==> config.mk <==
export PLATFORM = sky130hd
export DESIGN_NAME = accel_tilt_normalize_smooth_unit
export DESIGN_NICKNAME = d
export VERILOG_FILES = /design/src/hdl/atns_pkg.sv /design/src/hdl/atns_front.sv /design/src/hdl/atns_fifo.sv /design/src/hdl/atns_norm.sv /design/src/hdl/atns_back.sv /design/src/hdl/accel_tilt_normalize_smooth_unit.sv
export VERILOG_INCLUDE_DIRS = /design/src /design/src/hdl
export SDC_FILE = /design/constraint.sdc
export NUM_CORES = 2
export LEC_CHECK = 0
export BUFFER_PORTS_ARGS = -buffer_cell sky130_fd_sc_hd__clkbuf_2
export CORE_MARGIN = 4
export CORE_UTILIZATION = 55
export DETAILED_ROUTE_END_ITERATION = 6
export PLACE_DENSITY = 0.72
export SLEW_MARGIN = 20
export SYNTH_ARGS = -nofsm -noshare
export SYNTH_HDL_FRONTEND = slang
export SYNTH_SLANG_ARGS = --single-unit
==> constraint.sdc <==
create_clock -name clk_i -period 12.5 [get_ports clk_i]
set_input_delay 3.125 -clock clk_i [delete_from_list [all_inputs] [get_ports clk_i]]
set_output_delay 3.125 -clock clk_i [all_outputs]
set_load 0.02 [all_outputs]
==> src/hdl/accel_tilt_normalize_smooth_unit_defines.svh <==
// assertion macros for the tilt normalize and smooth unit
`ifndef ACCEL_TILT_NORMALIZE_SMOOTH_UNIT_DEFINES_SVH
`define ACCEL_TILT_NORMALIZE_SMOOTH_UNIT_DEFINES_SVH

// same-cycle implication, checked outside reset
`define ATNS_ASSERT_SAME(label, ante, cons, msg) \
  label: assert property (@(posedge clk_i) disable iff (!rst_ni) (ante) |-> (cons)) \
    else $error(msg);

// next-cycle implication, checked outside reset
`define ATNS_ASSERT_NEXT(label, ante, cons, msg) \
  label: assert property (@(posedge clk_i) disable iff (!rst_ni) (ante) |=> (cons)) \
    else $error(msg);

`endif

==> src/hdl/atns_pkg.sv <==
// shared types and constants of the tilt normalize and smooth unit
`default_nettype none

package atns_pkg;

  localparam int AXIS_W = 16;
  localparam int COEFF_W = 17;
  localparam int AMP_W = 15;
  localparam int CFG_IDX_W = 2;
  localparam int CFG_DATA_W = 17;

  localparam logic [CFG_IDX_W-1:0] CFG_SMOOTH_COEFF = 2'd0;
  localparam logic [CFG_IDX_W-1:0] CFG_TILT_AMP = 2'd1;
  localparam logic [CFG_IDX_W-1:0] CFG_INVERT = 2'd2;

  localparam logic [COEFF_W-1:0] COEFF_ONE = 17'd65536;
  localparam logic [COEFF_W-1:0] COEFF_RESET = 17'd26214;
  localparam logic [AMP_W-1:0] AMP_RESET = 15'd2048;

  localparam int MAG_W = 32;
  localparam int SQ_W = 31;
  localparam int QUO_W = 32;
  localparam int ROOT_W = 16;
  localparam int SQRT_REM_W = 19;
  localparam int NCNT_W = 5;
  localparam logic [NCNT_W-1:0] DIV_LAST = 5'd30;
  localparam logic [NCNT_W-1:0] SQRT_LAST = 5'd15;
  localparam logic signed [ROOT_W-1:0] TARGET_MAX = 16'sd32767;

  localparam int QUEUE_DEPTH = 2;
  localparam int QPTR_W = 1;
  localparam int QCNT_W = 2;

  typedef enum logic [1:0] {
    CMD_SAMPLE,
    CMD_TICK,
    CMD_REJECT
  } cmd_kind_e;

  typedef struct packed {
    cmd_kind_e                 kind;
    logic signed [AXIS_W-1:0]  accel_x;
    logic signed [AXIS_W-1:0]  accel_y;
    logic signed [AXIS_W-1:0]  accel_z;
  } cmd_t;

  typedef struct packed {
    logic             start;
    logic [SQ_W-1:0]  sq;
    logic [MAG_W-1:0] mag;
    logic             neg;
  } norm_req_t;

  typedef enum logic [1:0] {
    NORM_IDLE,
    NORM_DIV,
    NORM_SQRT
  } norm_state_e;

  typedef enum logic [2:0] {
    ST_IDLE,
    ST_SQUARE,
    ST_NORM_GO,
    ST_NORM_WAIT,
    ST_SMOOTH,
    ST_ANGLE,
    ST_OUT
  } back_state_e;

endpackage

`default_nettype wire

==> src/hdl/atns_front.sv <==
// input side: takes requests and sorts them into sample, tick or rejected sample
`default_nettype none

module atns_front (
  input  wire logic                        valid_i,
  output logic                             ready_o,
  input  wire logic [3*atns_pkg::AXIS_W-1:0] data_i,
  input  wire logic                        user_i,
  input  wire logic                        q_full_i,
  output logic                             push_o,
  output atns_pkg::cmd_t                   cmd_o
);
  import atns_pkg::*;

  logic all_zero;

  assign all_zero = ~|data_i;
  assign ready_o  = !q_full_i;
  assign push_o   = valid_i && !q_full_i;

  always_comb begin
    cmd_o.accel_x = data_i[AXIS_W-1:0];
    cmd_o.accel_y = data_i[2*AXIS_W-1:AXIS_W];
    cmd_o.accel_z = data_i[3*AXIS_W-1:2*AXIS_W];
    if (user_i) begin
      cmd_o.kind = CMD_TICK;
    end else if (all_zero) begin
      cmd_o.kind = CMD_REJECT;
    end else begin
      cmd_o.kind = CMD_SAMPLE;
    end
  end

endmodule

`default_nettype wire

==> src/hdl/atns_fifo.sv <==
// two-entry request queue between the input side and the execution side
`default_nettype none

module atns_fifo (
  input  wire logic       clk_i,
  input  wire logic       rst_ni,
  input  wire logic       push_i,
  input  wire atns_pkg::cmd_t cmd_i,
  output logic            full_o,
  output logic            valid_o,
  output atns_pkg::cmd_t  head_o,
  input  wire logic       pop_i
);
  import atns_pkg::*;

  cmd_t              mem_q [QUEUE_DEPTH];
  logic [QPTR_W-1:0] wr_ptr_q, wr_ptr_d;
  logic [QPTR_W-1:0] rd_ptr_q, rd_ptr_d;
  logic [QCNT_W-1:0] cnt_q, cnt_d;

  assign full_o  = (cnt_q == QCNT_W'(QUEUE_DEPTH));
  assign valid_o = (cnt_q != '0);
  assign head_o  = mem_q[rd_ptr_q];

  always_comb begin
    wr_ptr_d = push_i ? wr_ptr_q + 1'b1 : wr_ptr_q;
    rd_ptr_d = pop_i ? rd_ptr_q + 1'b1 : rd_ptr_q;
    cnt_d    = cnt_q;
    if (push_i && !pop_i) begin
      cnt_d = cnt_q + 1'b1;
    end else if (pop_i && !push_i) begin
      cnt_d = cnt_q - 1'b1;
    end
  end

  always_ff @(posedge clk_i or negedge rst_ni) begin
    if (!rst_ni) begin
      wr_ptr_q <= '0;
      rd_ptr_q <= '0;
      cnt_q    <= '0;
    end else begin
      wr_ptr_q <= wr_ptr_d;
      rd_ptr_q <= rd_ptr_d;
      cnt_q    <= cnt_d;
    end
  end

  always_ff @(posedge clk_i) begin
    if (push_i) begin
      mem_q[wr_ptr_q] <= cmd_i;
    end
  end

endmodule

`default_nettype wire

==> src/hdl/atns_norm.sv <==
// one axis of normalization: bit-serial divide then digit-by-digit square root
`default_nettype none

module atns_norm (
  input  wire logic                          clk_i,
  input  wire logic                          rst_ni,
  input  wire atns_pkg::norm_req_t           req_i,
  output logic                               done_o,
  output logic signed [atns_pkg::ROOT_W-1:0] res_o
);
  import atns_pkg::*;

  norm_state_e         state_q, state_d;
  logic [NCNT_W-1:0]   cnt_q;
  logic [MAG_W:0]      rem_q;
  logic [QUO_W-1:0]    quo_q;
  logic [ROOT_W-1:0]   root_q;
  logic [MAG_W-1:0]    mag_q;
  logic                lsb_q;
  logic                neg_q;

  logic                div_en, sqrt_en, last;
  logic                in_bit;
  logic [MAG_W:0]      div_rem;
  logic                div_ge;
  logic [SQRT_REM_W-1:0] sq_rem, sq_trial;
  logic                sq_ge;
  logic [ROOT_W:0]     neg_root;

  // next state
  always_comb begin
    state_d = state_q;
    unique case (state_q)
      NORM_IDLE: begin
        if (req_i.start) state_d = NORM_DIV;
      end
      NORM_DIV: begin
        if (cnt_q == DIV_LAST) state_d = NORM_SQRT;
      end
      NORM_SQRT: begin
        if (cnt_q == SQRT_LAST) state_d = NORM_IDLE;
      end
      default: state_d = NORM_IDLE;
    endcase
  end

  // step controls
  always_comb begin
    div_en  = 1'b0;
    sqrt_en = 1'b0;
    last    = 1'b0;
    unique case (state_q)
      NORM_IDLE: ;
      NORM_DIV: begin
        div_en = 1'b1;
        last   = (cnt_q == DIV_LAST);
      end
      NORM_SQRT: begin
        sqrt_en = 1'b1;
        last    = (cnt_q == SQRT_LAST);
      end
      default: ;
    endcase
  end

  // restoring divide step of (sq << 30) by the squared magnitude
  assign in_bit  = (cnt_q == '0) ? lsb_q : 1'b0;
  assign div_rem = {rem_q[MAG_W-1:0], in_bit};
  assign div_ge  = (div_rem >= {1'b0, mag_q});

  // square root step over the quotient, two bits at a time
  assign sq_rem   = {rem_q[SQRT_REM_W-3:0], quo_q[QUO_W-1:QUO_W-2]};
  assign sq_trial = {1'b0, root_q, 2'b01};
  assign sq_ge    = (sq_rem >= sq_trial);

  assign done_o   = (state_q == NORM_IDLE);
  assign neg_root = -{1'b0, root_q};

  always_comb begin
    if (neg_q) begin
      res_o = neg_root[ROOT_W-1:0];
    end else if (root_q[ROOT_W-1]) begin
      res_o = TARGET_MAX;
    end else begin
      res_o = root_q;
    end
  end

  always_ff @(posedge clk_i or negedge rst_ni) begin
    if (!rst_ni) begin
      state_q <= NORM_IDLE;
      cnt_q   <= '0;
    end else begin
      state_q <= state_d;
      if (req_i.start && done_o) begin
        cnt_q <= '0;
      end else if (div_en || sqrt_en) begin
        cnt_q <= last ? '0 : cnt_q + 1'b1;
      end
    end
  end

  always_ff @(posedge clk_i) begin
    if (req_i.start && done_o) begin
      rem_q  <= {3'b000, req_i.sq[SQ_W-1:1]};
      lsb_q  <= req_i.sq[0];
      mag_q  <= req_i.mag;
      neg_q  <= req_i.neg;
      quo_q  <= '0;
      root_q <= '0;
    end else if (div_en) begin
      if (last) begin
        rem_q <= '0;
      end else begin
        rem_q <= div_ge ? div_rem - {1'b0, mag_q} : div_rem;
      end
      quo_q <= {quo_q[QUO_W-2:0], div_ge};
    end else if (sqrt_en) begin
      rem_q  <= {{(MAG_W+1-SQRT_REM_W){1'b0}}, sq_ge ? sq_rem - sq_trial : sq_rem};
      quo_q  <= {quo_q[QUO_W-3:0], 2'b00};
      root_q <= {root_q[ROOT_W-2:0], sq_ge};
    end
  end

endmodule

`default_nettype wire

==> src/hdl/atns_back.sv <==
// execution side: squares, normalize handoff, smoothing, angle scaling, result register
`default_nettype none

module atns_back #(
  parameter int SMOOTH_BITS = 24
) (
  input  wire logic                            clk_i,
  input  wire logic                            rst_ni,
  input  wire logic                            cmd_valid_i,
  input  wire atns_pkg::cmd_t                  cmd_i,
  output logic                                 cmd_pop_o,
  input  wire logic [atns_pkg::COEFF_W-1:0]    coeff_i,
  input  wire logic [atns_pkg::AMP_W-1:0]      amp_i,
  input  wire logic                            invert_i,
  output atns_pkg::norm_req_t                  req_lr_o,
  output atns_pkg::norm_req_t                  req_ud_o,
  input  wire logic                            lr_done_i,
  input  wire logic                            ud_done_i,
  input  wire logic signed [atns_pkg::ROOT_W-1:0] lr_res_i,
  input  wire logic signed [atns_pkg::ROOT_W-1:0] ud_res_i,
  output logic                                 out_valid_o,
  input  wire logic                            out_ready_i,
  output logic signed [atns_pkg::AXIS_W-1:0]   out_angle_x_o,
  output logic signed [atns_pkg::AXIS_W-1:0]   out_angle_y_o,
  output logic                                 out_rej_o
);
  import atns_pkg::*;

  localparam int SB = SMOOTH_BITS;
  localparam logic [SB+15:0] ROUND = (SB+16)'(1) << (SB-2);

  back_state_e               state_q, state_d;
  logic [1:0]                step_q;
  cmd_t                      cmd_q;
  logic                      rej_q;
  logic [SQ_W-1:0]           sq_lr_q, sq_ud_q;
  logic [MAG_W-1:0]          mag_q;
  logic signed [AXIS_W-1:0]  target_lr_q, target_ud_q;
  logic signed [SB-1:0]      smooth_lr_q, smooth_ud_q;
  logic signed [AXIS_W-1:0]  angle_x_q, angle_y_q;
  logic                      out_valid_q;
  logic signed [AXIS_W-1:0]  out_ax_q, out_ay_q;
  logic                      out_rej_q;

  logic                      out_free, norm_fin, lane;
  logic                      pop, sq_en, go, smooth_en, angle_en, load_out;
  logic signed [AXIS_W-1:0]  sq_sel;
  logic signed [2*AXIS_W-1:0] sq_full;
  logic signed [AXIS_W-1:0]  t_sel;
  logic signed [SB-1:0]      s_sel, t_ext, tw, s_new;
  logic signed [SB:0]        diff;
  logic [COEFF_W-1:0]        c_sat;
  logic signed [SB+18:0]     sprod, sstep;
  logic signed [SB+15:0]     aprod, arnd, ashift;
  logic signed [AXIS_W:0]    a_pos, a_fin;

  assign out_free = !out_valid_q || out_ready_i;
  assign norm_fin = lr_done_i && ud_done_i;
  assign lane     = step_q[0];

  // next state
  always_comb begin
    state_d = state_q;
    unique case (state_q)
      ST_IDLE: begin
        if (cmd_valid_i) begin
          unique case (cmd_i.kind)
            CMD_SAMPLE: state_d = ST_SQUARE;
            CMD_TICK:   state_d = ST_SMOOTH;
            default:    state_d = ST_OUT;
          endcase
        end
      end
      ST_SQUARE:    if (step_q == 2'd2) state_d = ST_NORM_GO;
      ST_NORM_GO:   state_d = ST_NORM_WAIT;
      ST_NORM_WAIT: if (norm_fin) state_d = ST_OUT;
      ST_SMOOTH:    if (lane) state_d = ST_ANGLE;
      ST_ANGLE:     if (lane) state_d = ST_OUT;
      ST_OUT:       if (out_free) state_d = ST_IDLE;
      default:      state_d = ST_IDLE;
    endcase
  end

  // controls
  always_comb begin
    pop       = 1'b0;
    sq_en     = 1'b0;
    go        = 1'b0;
    smooth_en = 1'b0;
    angle_en  = 1'b0;
    load_out  = 1'b0;
    unique case (state_q)
      ST_IDLE:      pop = cmd_valid_i;
      ST_SQUARE:    sq_en = 1'b1;
      ST_NORM_GO:   go = 1'b1;
      ST_NORM_WAIT: ;
      ST_SMOOTH:    smooth_en = 1'b1;
      ST_ANGLE:     angle_en = 1'b1;
      ST_OUT:       load_out = out_free;
      default: ;
    endcase
  end

  assign cmd_pop_o = pop;

  // one shared squarer, axes in turn
  always_comb begin
    case (step_q)
      2'd0:    sq_sel = cmd_q.accel_y;
      2'd1:    sq_sel = cmd_q.accel_x;
      default: sq_sel = cmd_q.accel_z;
    endcase
  end
  assign sq_full = sq_sel * sq_sel;

  always_comb begin
    req_lr_o.start = go;
    req_lr_o.sq    = sq_lr_q;
    req_lr_o.mag   = mag_q;
    req_lr_o.neg   = cmd_q.accel_y[AXIS_W-1];
    req_ud_o.start = go;
    req_ud_o.sq    = sq_ud_q;
    req_ud_o.mag   = mag_q;
    req_ud_o.neg   = cmd_q.accel_x[AXIS_W-1];
  end

  // low-pass step, one lane per cycle
  assign s_sel = lane ? smooth_ud_q : smooth_lr_q;
  assign t_sel = lane ? target_ud_q : target_lr_q;
  assign t_ext = SB'(t_sel);
  assign tw    = t_ext <<< (SB - AXIS_W);
  assign diff  = (SB+1)'(tw) - (SB+1)'(s_sel);
  assign c_sat = (coeff_i > COEFF_ONE) ? COEFF_ONE : coeff_i;
  assign sprod = diff * $signed({1'b0, c_sat});
  assign sstep = sprod >>> 16;
  assign s_new = s_sel + SB'(sstep);

  // angle scaling with round half up
  assign aprod  = s_sel * $signed({1'b0, amp_i});
  assign arnd   = aprod + $signed(ROUND);
  assign ashift = arnd >>> (SB - 1);
  assign a_pos  = ashift[AXIS_W:0];
  assign a_fin  = invert_i ? -a_pos : a_pos;

  always_ff @(posedge clk_i or negedge rst_ni) begin
    if (!rst_ni) begin
      state_q     <= ST_IDLE;
      step_q      <= '0;
      out_valid_q <= 1'b0;
      target_lr_q <= '0;
      target_ud_q <= '0;
      smooth_lr_q <= '0;
      smooth_ud_q <= '0;
      angle_x_q   <= '0;
      angle_y_q   <= '0;
    end else begin
      state_q     <= state_d;
      step_q      <= (state_d != state_q) ? 2'd0 : step_q + 2'd1;
      out_valid_q <= load_out || (out_valid_q && !out_ready_i);
      if (state_q == ST_NORM_WAIT && norm_fin) begin
        target_lr_q <= lr_res_i;
        target_ud_q <= ud_res_i;
      end
      if (smooth_en) begin
        if (lane) smooth_ud_q <= s_new;
        else      smooth_lr_q <= s_new;
      end
      if (angle_en) begin
        if (lane) angle_x_q <= a_fin[AXIS_W-1:0];
        else      angle_y_q <= a_fin[AXIS_W-1:0];
      end
    end
  end

  always_ff @(posedge clk_i) begin
    if (pop) begin
      cmd_q <= cmd_i;
      rej_q <= (cmd_i.kind == CMD_REJECT);
      mag_q <= '0;
    end else if (sq_en) begin
      mag_q <= mag_q + {1'b0, sq_full[SQ_W-1:0]};
      if (step_q == 2'd0) sq_lr_q <= sq_full[SQ_W-1:0];
      if (step_q == 2'd1) sq_ud_q <= sq_full[SQ_W-1:0];
    end
    if (load_out) begin
      out_ax_q  <= angle_x_q;
      out_ay_q  <= angle_y_q;
      out_rej_q <= rej_q;
    end
  end

  assign out_valid_o   = out_valid_q;
  assign out_angle_x_o = out_ax_q;
  assign out_angle_y_o = out_ay_q;
  assign out_rej_o     = out_rej_q;

endmodule

`default_nettype wire

==> src/hdl/accel_tilt_normalize_smooth_unit.sv <==
// top level of the accelerometer tilt normalize and smooth unit
// sample: result after 3 squares, 31 divide steps and 16 root steps
// tick: result after smoothing and angle scaling of both lanes; rejected all-zero sample: straight to output
// one request at a time in the execution side: the next is taken once the last result is loaded
// two-entry queue keeps the input side taking requests while a result waits, until it is full
// async active-low reset: config to defaults, targets, smoothing and angles zero, queue empty
`default_nettype none
`include "accel_tilt_normalize_smooth_unit_defines.svh"

module accel_tilt_normalize_smooth_unit #(
  parameter int SMOOTH_BITS = 24
) (
  input  wire logic                               clk_i,
  input  wire logic                               rst_ni,
  input  wire logic                               s_axis_tvalid,
  output logic                                    s_axis_tready,
  // accel_x, accel_y, accel_z
  input  wire logic [3*atns_pkg::AXIS_W-1:0]      s_axis_tdata,
  // mode
  input  wire logic                               s_axis_tuser,
  output logic                                    m_axis_tvalid,
  input  wire logic                               m_axis_tready,
  // angle_about_x, angle_about_y
  output logic [2*atns_pkg::AXIS_W-1:0]           m_axis_tdata,
  // sample_rejected
  output logic                                    m_axis_tuser,
  input  wire logic                               cfg_valid_i,
  output logic                                    cfg_ready_o,
  input  wire logic [atns_pkg::CFG_IDX_W-1:0]     cfg_index_i,
  input  wire logic [atns_pkg::CFG_DATA_W-1:0]    cfg_data_i
);
  import atns_pkg::*;

  logic [COEFF_W-1:0]       coeff_q;
  logic [AMP_W-1:0]         amp_q;
  logic                     invert_q;

  logic                     q_push, q_full, q_valid, q_pop;
  cmd_t                     q_in, q_head;
  norm_req_t                norm_req_lr, norm_req_ud;
  logic                     lr_done, ud_done;
  logic signed [ROOT_W-1:0] lr_res, ud_res;
  logic signed [AXIS_W-1:0] out_ax, out_ay;

  assign cfg_ready_o = 1'b1;

  always_ff @(posedge clk_i or negedge rst_ni) begin
    if (!rst_ni) begin
      coeff_q  <= COEFF_RESET;
      amp_q    <= AMP_RESET;
      invert_q <= 1'b0;
    end else if (cfg_valid_i) begin
      unique case (cfg_index_i)
        CFG_SMOOTH_COEFF: coeff_q  <= cfg_data_i[COEFF_W-1:0];
        CFG_TILT_AMP:     amp_q    <= cfg_data_i[AMP_W-1:0];
        CFG_INVERT:       invert_q <= cfg_data_i[0];
        default: ;
      endcase
    end
  end

  atns_front u_front (
    .valid_i  (s_axis_tvalid),
    .ready_o  (s_axis_tready),
    .data_i   (s_axis_tdata),
    .user_i   (s_axis_tuser),
    .q_full_i (q_full),
    .push_o   (q_push),
    .cmd_o    (q_in)
  );

  atns_fifo u_fifo (
    .clk_i   (clk_i),
    .rst_ni  (rst_ni),
    .push_i  (q_push),
    .cmd_i   (q_in),
    .full_o  (q_full),
    .valid_o (q_valid),
    .head_o  (q_head),
    .pop_i   (q_pop)
  );

  atns_norm u_norm_lr (
    .clk_i  (clk_i),
    .rst_ni (rst_ni),
    .req_i  (norm_req_lr),
    .done_o (lr_done),
    .res_o  (lr_res)
  );

  atns_norm u_norm_ud (
    .clk_i  (clk_i),
    .rst_ni (rst_ni),
    .req_i  (norm_req_ud),
    .done_o (ud_done),
    .res_o  (ud_res)
  );

  atns_back #(
    .SMOOTH_BITS (SMOOTH_BITS)
  ) u_back (
    .clk_i         (clk_i),
    .rst_ni        (rst_ni),
    .cmd_valid_i   (q_valid),
    .cmd_i         (q_head),
    .cmd_pop_o     (q_pop),
    .coeff_i       (coeff_q),
    .amp_i         (amp_q),
    .invert_i      (invert_q),
    .req_lr_o      (norm_req_lr),
    .req_ud_o      (norm_req_ud),
    .lr_done_i     (lr_done),
    .ud_done_i     (ud_done),
    .lr_res_i      (lr_res),
    .ud_res_i      (ud_res),
    .out_valid_o   (m_axis_tvalid),
    .out_ready_i   (m_axis_tready),
    .out_angle_x_o (out_ax),
    .out_angle_y_o (out_ay),
    .out_rej_o     (m_axis_tuser)
  );

  assign m_axis_tdata = {out_ay, out_ax};

  `ATNS_ASSERT_SAME(a_pop_has_head, q_pop, q_valid, "queue popped while empty")
  `ATNS_ASSERT_SAME(a_lanes_lockstep, 1'b1, lr_done == ud_done, "normalize lanes out of step")
  `ATNS_ASSERT_SAME(a_go_when_idle, norm_req_lr.start, lr_done && ud_done, "normalize started busy")
  `ATNS_ASSERT_NEXT(a_go_then_busy, norm_req_lr.start, !lr_done && !ud_done, "normalize did not start")

endmodule

`default_nettype wire
==> Yosys cells after proc, flatten, opt, wreduce, memory -nomap -nowiden <==
Memories as Yosys holds them, arrays and structs flattened.
Cells that the tools add are included.
{ "word_totals": {"elab_cells": 216, "input_bits": 73, "memories": 1, "ramBits": 100, "register_bits": 573, "output_inout_bits": 36} }
{ "mem_list": {"columns": ["name", "words", "word_bits", "read_ports", "rd_clocked_by_memory_dff", "wr", "line_no", "source"], "rows": [
  ["u_fifo.mem_q", 2, 50, 1, 0, 1, "atns_fifo.sv:16", "cmd_t mem_q [QUEUE_DEPTH];"]
]} }
{ "classes": {"add_sub_neg": 18, "order_cmp": 5, "n_eq_ne": 28, "bitwise_logic": 4, "muxes": 67, "multipliers": 3, "reduce_logical": 47} }
{ "op_table": {"columns": ["cell", "n"], "rows": [
  ["$mux 32", 12],
  ["$ge 33x32->1", 2],
  ["$mux 16", 4],
  ["$sub 32x32->32", 2],
  ["$mux 30", 2],
  ["$neg 16->16", 3],
  ["$reduce_or 48->1", 1],
  ["$mul 25x18->40", 1],
  ["$add 39x24->39 const B", 1],
  ["$mul 24x16->39", 1],
  ["$ge 19x18->1", 2],
  ["$mux 19", 2],
  ["$sub 19x18->19", 2],
  ["$add 32x31->32", 1],
  ["$pmux 16 s2", 1],
  ["$mul 16x16->31", 1],
  ["$mux 15", 2],
  ["$mux 5", 6],
  ["$sub 24x24->25", 1],
  ["$add 24x24->24", 1],
  ["$mux 24", 1],
  ["$pmux 3 s7", 1],
  ["$mux 2", 10],
  ["$mux 3", 6],
  ["31 further kinds", 106]
]} }

==> Depth between registers and ports, before layout <==
{ "logic_depth": {"word_depth": 7, "mapped_depth": 49, "ltp_nobuf": 44} }

==> Hierarchy <==
Synthesis repeated with hierarchy kept, for this count alone.
{ "unflattened": {"hier_cells": 7587, "area_unflattened_um2": 72762.3} }
{ "modules_own_cells": {"columns": ["mod", "cells_per_inst", "seq_area_each_um2", "n_inst", "area_each_um2"], "rows": [
  ["atns_back", 5365, 7857.5, 1, 49998.0],
  ["atns_norm (u_norm_ud)", 974, 3098.0, 1, 8562.0],
  ["atns_norm (u_norm_lr)", 934, 3098.0, 1, 8376.8],
  ["atns_fifo", 172, 3103.0, 1, 4050.1],
  ["accel_tilt_normalize_smooth_unit", 73, 837.1, 1, 1280.0],
  ["atns_front", 69, 0.0, 1, 495.5]
]} }

==> Least setup slack after synthesis <==
Ideal clock, no wire load.
{ "synth_path": {"kind": "reg2reg", "startpoint": "register u_back.step_q[0]", "endpoint": "register u_back.smooth_lr_q[22]", "stages_incl_launch_ff": 49, "t_arrival_ps": 10997, "t_required_ps": 12417, "setup_ps": 83, "period_less_slack_ps": 11080, "slack_ps": 1420, "path_buffers": 6, "path_cell_list": "dfrtp_1 buf_6 buf_2 buf_1 buf_1 mux2_2 clkbuf_1 inv_1 ha_1 and3_1 o211ai_1 o31ai_2 a21oi_1 o21ai_1 o21ai_0 o31ai_1 clkbuf_1 nor2_1 [... 13 more ...] a21oi_1 a21oi_1 nor2b_1 o21a_1 o21ai_0 a21oi_1 xor2_1 ha_1 a21o_1 a21oi_1 o21ai_0 a21o_1 a41oi_1 nor4b_1 o31ai_1 a2111oi_0 a41oi_1 o21ai_0"} }
{ "synth_via": {"elab_chain_cells": 4, "elab_cells_between_ends": 7, "cone_classes": "add/sub (2); mul (1); mux (2); bitwise (1); reduce/logical (1)"} }
{ "synth_rtl": {"columns": ["item", "line_no", "source"], "rows": [
  ["start, declared", "atns_back.sv:33", "logic [1:0] step_q;"],
  ["start signal, assigned", "atns_back.sv:158", "step_q <= (state_d != state_q) ? 2'd0 : step_q + 2'd1;"],
  ["$mux 24 or $mux 16 (tied branches)", "atns_back.sv:128, atns_back.sv:129", null],
  ["$sub 24x24->25", "atns_back.sv:132", "assign diff = (SB+1)'(tw) - (SB+1)'(s_sel);"],
  ["$mul 25x18->40", "atns_back.sv:134", "assign sprod = diff * $signed({1'b0, c_sat});"],
  ["$add 24x24->24", "atns_back.sv:136", "assign s_new = s_sel + SB'(sstep);"],
  ["end signal, assigned", "atns_back.sv:166", "else smooth_lr_q <= s_new;"],
  ["end, declared", "atns_back.sv:39", "logic signed [SB-1:0] smooth_lr_q, smooth_ud_q;"]
]} }
Parallel ways exist; a longest one is shown, timed or not.
A chain may end at the register's enable or synchronous reset.

==> Worst setup path in the final report <==
{ "layout_path": {"startpoint": "register u_back.step_q[0]", "endpoint": "register u_back.smooth_ud_q[23]"} }
{ "layout_via": {"elab_chain_cells": 4, "elab_cells_between_ends": 6, "cone_classes": "add/sub (2); mul (1); mux (2); reduce/logical (1)"} }
{ "layout_rtl": {"columns": ["item", "line_no", "source"], "rows": [
  ["$mux 24 or $mux 16 (tied branches)", "atns_back.sv:128, atns_back.sv:129", null],
  ["$sub 24x24->25", "atns_back.sv:132", null],
  ["$mul 25x18->40", "atns_back.sv:134", null],
  ["$add 24x24->24", "atns_back.sv:136", null],
  ["end signal, assigned", "atns_back.sv:165", "if (lane) smooth_ud_q <= s_new;"],
  ["end, declared", "atns_back.sv:39", null]
]} }
Parallel ways exist; a longest one is shown, timed or not.

==> results.ini <==
[critical_path]
crit_type = reg -> reg
required_ns = 12.97
critPathLaunchType = register
r2r-start = u_back.step_q[0]
cp_slowest_cell = dfrtp_2
critical_path_arrival_ns = 12.15
cpMostUsedCell = fa_1
max_stage_delay_ns = 0.73
crit_path_start = u_back.step_q[0]
cp-end-kind = register
cp_max_fo = 23

[logic_synthesis]
netlist_area_um2 = 70400
ys_ff_latch = 671
ys_warn_count = 0
synthFlopType = edfxtp_1
syn_inst = 7344
async_flop_share_pct = 25.2
ys_seq_area_share_pct = 25.5
synth_cell_types = 97
synth_area_per_cell_um2 = 9.59
synth-edff-count = 370
syn-num-nets = 8870

[drt]
first_iter_violations = 3866
drc = 0
ant_nets = 0
first_pass_iters = 6
drt-wirelength-per-cell_um = 18.7
vias = 50800
wirelength_mm = 170
vias_per_cell = 5.59

[floorplanning]
start_util_pct = 55.3
dieArea_um2 = 134000
rows = 131
chipHeight_um = 366
coreArea_um2 = 127000
die_x_um = 366
ios = 109

[clocking]
cts_sinks = 671
numCtsBuffers = 74
cts_root_buf = clkbuf_16
cts_resized = 0
hold_buffers = 0
clk_path_buf_depth = 3
cts_tree = built
h-tree-depth = 3
insertion_delay_ns = 0.66
cts.clk_slew.worst_paths_ns = 0.06
cts_setup_buffers = 0

[timing]
clock.fmax_mhz = 85.6
maxSlewViolCount = 0
finalCritPeriodShare_pct = 93.5
skew_ns = 0.0477
worstMarginPinSlew_ns = 1.09
relSlewSlack_pct = 27.0
rsz0062_at_grt = no
period_needed_ns = 11.68
hold_viol_final = 0
setup_tns_ns = 0
layout_setup_ws_ns = 0.817
setup_viol = 0

[finish]
fillCellCount = 10600
layout_common_cells = 1,381 x inv_1, 968 x fa_1, 792 x nand2_1
final_common_cell = inv_1
multiInputGateArea_um2 = 46300
final_nets = 8885
synthToLayoutAreaGrowth_pct = 6.94
drive_above_1_share_pct = 7.02
seq_area_um2 = 18000

[global_route]
globalRouteOverflowTotal = 0
grt_pass1_vias = 52400
antenna_found_initial = 4
grt_usage_pct = 26.0
grt_pass1_wl_mm = 282
grt_max_degree = 91

[placed_design]
routabilityCongestion = 0.921
pre_cts_ws_ns = 0.938
dp_hpwl_mm = 133
place.port_buffers = 107

[job]
cap_violations = 0

[hold_path]
hp-class = reg -> reg
min_from = u_back.sq_ud_q[0]

[outcome]
status = finished clean

==> Yosys cell counts, types with 160 or more instances <==
master / instances / share of area [%]
edfxtp_1: 370 / 16
inv_1: 1383 / 7.4
a21oi_1: 281 / 2.0
dfrtp_1: 160 / 5.7
clkbuf_1: 215 / 1.1
mux2i_1: 163 / 2.3
xnor2_1: 193 / 2.4
nor2_1: 594 / 3.2
o21ai_0: 281 / 2.0
ha_1: 485 / 8.6
and2_1: 202 / 1.8
fa_1: 968 / 28
nand2_1: 792 / 4.2
==> worst max-delay path, delay by kind of cell (launching register included) <==
family / cells / cell delay, ns
XOR/XNOR: 4 / 0.98
buffers and inverters: 4 / 0.24
AO/OA/AOI/OAI: 14 / 3.41
flip-flops: 1 / 0.73
adder cells (fa/ha/maj): 9 / 3.95
multiplexers: 1 / 0.52
AND/OR/NAND/NOR: 7 / 1.66
==> kinds of logic after synthesis <==
| family | Yosys count | share of synthesized area (%) |
|---|---|---|
| AO/OA/AOI/OAI | 1026 | 9.14 |
| flip-flops | 671 | 25.5 |
| other | 1 | 0.00532 |
| buffers and inverters | 1650 | 8.82 |
| multiplexers | 287 | 4.32 |
| AND/OR/NAND/NOR | 1965 | 12.4 |
| XOR/XNOR | 289 | 3.59 |
| adder cells (fa/ha/maj) | 1455 | 36.2 |
==> state kept, by name, summed over array words and instances (netlist names), 15 cells and up <==
signal	cells
u_norm_ud.mag_q	32
u_back.out_angle_y_o	16
u_back.sq_lr_q	30
u_norm_ud.rem_q	32
u_back.target_ud_q	16
u_norm_ud.root_q	16
u_back.smooth_ud_q	24
u_back.mag_q	32
u_norm_lr.quo_q	32
u_norm_lr.rem_q	32
u_back.out_angle_x_o	16
u_back.angle_y_q	16
amp_q	15
u_back.sq_ud_q	30
u_norm_lr.root_q	16
u_back.smooth_lr_q	24
u_back.target_lr_q	16
u_norm_ud.quo_q	32
u_back.angle_x_q	16
coeff_q	17
u_norm_lr.mag_q	32
u_back.cmd_q	46
u_fifo.mem_q	100
==> cell type report <==
class	instances	area share, %
clock inverter	40	0.502
clock buffer	98	2.77
antenna	1	0.00332
tap	1662	2.76
timing repair buffer	199	1.66
sequential	671	23.9
inverter	1390	6.93
multi-input combinational	5023	61.5
==> per-layer routing <==
layer / vias to the layer above / global-route usage (%) / share of wire (%)
li1: 23500 / - / -
met1: 25300 / 38.0 / 45
met2: 1775 / 40.6 / 45
met3: 222 / 4.63 / 8.1
met4: 2 / 6.07 / 2.2
met5: - / 0 / 0.012
==> stage by stage <==
step,utilization (%),instances,area (um2),hold WS (ns)
after floorplan,-,7344,70400,0.400
after global placement,57.2,8944,72800,0.405
after detailed placement,57.2,8944,72800,0.405
after CTS,59.1,9082,75300,0.410
after global routing,59.1,9083,75300,0.415
final,59.1,9084,75300,0.409
==> final timing paths <==
kind,depth (start not counted),to,slack (ns)
max in group asynchronous,2,u_back.smooth_ud_q[11],8.61
worst max-delay path,39,u_back.smooth_ud_q[23],0.82
worst min-delay path,0,u_norm_ud.lsb_q,0.41
worst min register to register,0,u_norm_ud.lsb_q,0.41
worst max register to register,39,u_back.smooth_ud_q[23],0.82
min in group asynchronous,1,u_back.angle_x_q[1],2.59
Power is not shown: default switching activity piles up to over one toggle a cycle in this logic, so the estimate is an artifact.
